**config.mk**
```make
export PLATFORM = sky130hd
export DESIGN_NAME = swd_ram
export DESIGN_NICKNAME = d
export VERILOG_FILES = /design/src/design/swd_pkg.sv /design/src/design/swd_ram.sv
export SDC_FILE = /design/constraint.sdc
export NUM_CORES = 2
export LEC_CHECK = 0
export BUFFER_PORTS_ARGS = -buffer_cell sky130_fd_sc_hd__buf_4
export CAP_MARGIN = 20
export CORE_UTILIZATION = 44
export DETAILED_ROUTE_END_ITERATION = 8
export MAX_ROUTING_LAYER = met4
export PLACE_DENSITY = 0.7
export SLEW_MARGIN = 20
export SYNTH_ARGS = -nofsm -noshare
export SYNTH_HDL_FRONTEND = slang
export SYNTH_SLANG_ARGS = --single-unit
```
**constraint.sdc**
```tcl
create_clock -name clk_i -period 5.8 [get_ports clk_i]
set_clock_uncertainty 0.1 [all_clocks]
set_input_delay 0.29 -clock clk_i [delete_from_list [all_inputs] [get_ports clk_i]]
set_output_delay 0.29 -clock clk_i [all_outputs]
set_load 0.02 [all_outputs]
```
**src/design/swd_pkg.sv**
```systemverilog
// Shared types and constants for the stack with delete-at-depth block.
// Depends on nothing; every other design file depends on it.
package swd_pkg;

  localparam int unsigned DATA_W  = 32;
  localparam int unsigned POS_W   = 8;
  localparam int unsigned COUNT_W = 8;

  typedef enum logic [1:0] {
    CMD_PUSH   = 2'd0,
    CMD_POP    = 2'd1,
    CMD_PEEK   = 2'd2,
    CMD_DELETE = 2'd3
  } cmd_e;

  typedef enum logic [1:0] {
    ST_OK        = 2'd0,
    ST_OVERFLOW  = 2'd1,
    ST_UNDERFLOW = 2'd2,
    ST_BADPOS    = 2'd3
  } status_e;

endpackage

```
**src/design/swd_ram.sv**
```systemverilog
// Entry store: one write port, one read port, registered read data.
// Depends on swd_pkg for the word width.
module swd_ram #(
  parameter int unsigned DEPTH = 128,
  parameter int unsigned AW    = 7
) (
  input  logic                              clk_i,
  input  logic                              wr_en_i,
  input  logic [AW-1:0]                     wr_addr_i,
  input  logic [swd_pkg::DATA_W-1:0]        wr_data_i,
  input  logic                              rd_en_i,
  input  logic [AW-1:0]                     rd_addr_i,
  output logic [swd_pkg::DATA_W-1:0]        rd_data_o
);
  import swd_pkg::*;

  logic [DATA_W-1:0] mem [DEPTH];
  logic [DATA_W-1:0] rd_data_q;

  always_ff @(posedge clk_i) begin
    if (wr_en_i) begin
      mem[wr_addr_i] <= wr_data_i;
    end
    if (rd_en_i) begin
      rd_data_q <= mem[rd_addr_i];
    end
  end

  assign rd_data_o = rd_data_q;

endmodule

```
==> Word level (Yosys, flattened, before mapping) <==
Memory sizes are Yosys's and may differ from the RTL's. A register that Yosys moved wholly into a read port is not among the register bits.
Index checks and enable logic that the tools add are counted.
{ "op_classes": {"n_mux": 2} }
{ "ops": {"columns": ["op", "count"], "rows": [
  ["$mux 1", 2]
]} }
{ "word_totals": {"regBits": 0, "ramBits": 4096, "wordCells": 3, "memories": 1} }
{ "mem_list": {"columns": ["memory", "depth", "word_bits", "read_ports", "rd_ports_with_merged_regs", "write_ports", "line", "source"], "rows": [
  ["mem", 128, 32, 1, 1, 1, "swd_ram.sv:17", "logic [DATA_W-1:0] mem [DEPTH];"]
]} }

==> Logic depth before layout (Yosys ltp) <==
{ "logic_depth": {"depth_word": 2, "ltp_mapped": 8, "mapped_depth_nobuf": 4} }

==> Worst setup path before layout <==
No wires, ideal clock.
{ "synth_timing": {"path_kind": "input port to flip-flop", "startpoint": "in wr_en_i", "endpoint": "mem mem[98][0] (enable)", "setup_ns": 0.461, "t_arrival_ns": 3.068, "setup_slack_ns": 2.171, "path_stages": 3, "path_buffers": 1, "path_cell_list": "clkbuf_1 > nand4_1 > nor3_1"} }
{ "synth_via": {"elab_chain_cells": 2} }
{ "synth_lines": {"columns": ["element", "line", "source"], "rows": [
  ["start: declaration", "swd_ram.sv:8", "input logic wr_en_i,"],
  ["$mux 1", "swd_ram.sv:21", "if (wr_en_i) begin"],
  ["$mux 1 (not written as such)", "swd_ram.sv:22", "mem[wr_addr_i] <= wr_data_i;"],
  ["end: declaration", "swd_ram.sv:17", null]
]} }
No other way between the ends.

==> Final worst setup path <==
{ "layout_timing": {"startpoint": "in wr_en_i", "endpoint": "mem mem[32][7] (enable)"} }
The elaborated chain is that of the path after synthesis.

==> results.yml <==
floorplan:
  die_h_um: 598.6
  pin_count: 81
  core.rowCount: 218
  initial_core_util_pct: 44.30
  core_sq_um: 353500
  die-area_sq_um: 358300
  die_x_um: 598.6
logic_synthesis:
  synthCells: 5990
  yosysTopAreaCell: "edfxtp_1"
  synthTopCellsByCount: "edfxtp_1 (4,128), mux4_2 (1,344), clkbuf_1 (182)"
  ys_seq_area_share_pct: 79.16
  synth-edff-count: 4128
  synth_nets: 6039
  syn_avg_cell_area_sq_um: 26.14
  yosys.cell_count.top_type: "edfxtp_1"
  async_flop_share_pct: 0
  syn-cell-area_sq_um: 156600
  ys_ff_latch: 4128
  netlist_top_cells_area: "edfxtp_1 (79%), mux4_2 (19%), clkbuf_1 (0.44%)"
  synthFlopType: "edfxtp_1"
  synth.distinct_cells: 16
  synth_top_area_share_pct: 79.16
  ys.warnings.count: 0
grt:
  grt.overflow.total: 0
  antenna_found_initial: 60
  grt_start_max_net_pins: 112
  grt_pass1_vias: 72080
  grt_pass1_wl_mm: 568.2
  track_usage_pct: 23.47
cts:
  insertion_delay_ns: 0.92
  cts.htree.levels: 5
  cts_tree: "built"
  clockRootBuffer: "clkbuf_16"
  cts_made_buffers: 387
  clock_sinks: 4128
  clk_pin_slew_worst_paths_ns: 0.06
  post-cts-setup-buffer-count: 0
  cts_hold_buf: 39
  clk_path_buf_depth: 4
  postCtsResizedCells: 0
placement:
  numPortBuffers: 80
  dpl.hpwl_mm: 233.3
  place.gp.congestion: 0.8292
  dpl.cell_count: 10760
hold_path:
  hp-class: "in -> reg"
sta:
  layout_min_cycle_time_ns: 3.457
  setup_tns_ns: 0
  setup_viol: 0
  fmax_ghz: 0.2892
  holdWs_ns: 0.1044
  hold_viol: 0
  slew_headroom_pct: 23.22
  finalMaxSlewViolations: 0
  fin_crit_sh_pct: 59.61
  worstMarginPinSlew_ns: 1.149
  grt_setup_unrepaired: "no"
run_status:
  status: "complete, no violations"
cells_and_area:
  syn2layout_area_growth_pct: 14.31
  fillers: 26610
  final_core_util_pct: 50.64
  finalNetCount: 6508
  drive_gt1_share_pct: 36.11
  stdcell_count: 11540
setup_path:
  crit_path_max_fanout: 19
  required_ns: 6.25
  worst_setup_path_end_kind: "flip-flop"
  ff2ff_setup_slack_ns: 2.86
  critical_path_class: "in -> reg"
  worst_setup_path_start_kind: "input pin"
  worstPathArrival_ns: 3.90
run:
  max_cap_violations: 0
detailed_routing:
  viasPerCell: 6.227
  first_iter_violations: 11190
  remaining_drc_errors: 0
  wl_per_cell_um: 35.39
  postRouteWirelength_mm: 408.2
  vias: 71840
  ant_nets: 0
  firstDrtPassIters: 5
power:
  ir_drop_mv: 0.2974
  leakage_uw: 0.05451
  p_per_area_nw_per_um2: 348.9
[layout by cell type, fill, tap and decap left out, types with 4 or more instances in the layout]
cell           count
nor2b_1            7
dlygate4sd3_1     39
buf_6              4
clkinv_2          71
mux4_2          1344
clkbuf_16        394
clkbuf_1          57
clkinv_1          68
edfxtp_1        4128
buf_12            43
diode_2           34
nor3_2             9
bufinv_16         62
mux2_2            32
inv_6             14
nand2_1           11
nand3_1            8
clkinvlp_4        19
buf_4            303
clkinv_8           4
clkinv_4          13
buf_16             4
nor2_4           119
[worst paths after layout]
path	cells past startpoint	end	start
max reg2reg	4	rd_data_o[17]$_DFFE_PP_	mem[118][17]$_DFFE_PP_
min	2	rd_data_o[4]$_DFFE_PP_	rd_addr_i[5]
max	6	mem[32][7]$_DFFE_PP_	wr_en_i
min reg2reg	4	rd_data_o[1]$_DFFE_PP_	mem[60][1]$_DFFE_PP_
[metal layers]
layer	wire, um	GRT usage (%)
met5	0	-
met4	15330	7.919
met3	45330	4.696
met2	198600	36.64
met1	149000	31.12
[sequential cells by signal, summed over array words and instances (netlist names)]
signal     cells
mem         4096
rd_data_o     32
[worst max-delay path, stage by stage]
cell           delay [ns]
dlygate4sd3_1        0.61
buf_4                0.24
nor2b_1              0.39
nand2_2              0.68
nor2_4               1.10
buf_4                0.49
[kinds of logic after synthesis]
group / synth area share (%)
muxes: 19.56
and+or+nand+nor: 0.4450
DFF: 79.16
buffers and inverters: 0.8373
[area by class of cell]
type                            count  area, sq um  share of cell area, %
Clock buffer                      451        10070                  5.627
Sequential cell                  4128       124000                  69.25
Tap cell                         4730         5918                  3.306
Multi-Input combinational cell   1546        32300                  18.04
Clock inverter                    252         2947                  1.646
Timing Repair Buffer              396         3726                  2.082
Antenna cell                       34        85.08                0.04753
[metrics by stage]
stage               setup slack (ns)  total power (uW)  instance area (sq um)
floorplan                      2.171             35260                 156600
global placement               1.562             36810                 165300
detailed placement             1.573             36880                 165500
CTS                            2.435             62650                 178900
global route                   2.322             63840                 179000
finish                         2.343             62450                 179000
[power breakdown]
part	total (uW)	internal [uW]	switching, uW
Combinational	3190	1240	1950
Sequential	33100	33000	112
Clock	26200	15200	10900
Total	62500	49400	13000
Note: power is estimated with default switching activity, not from simulation.
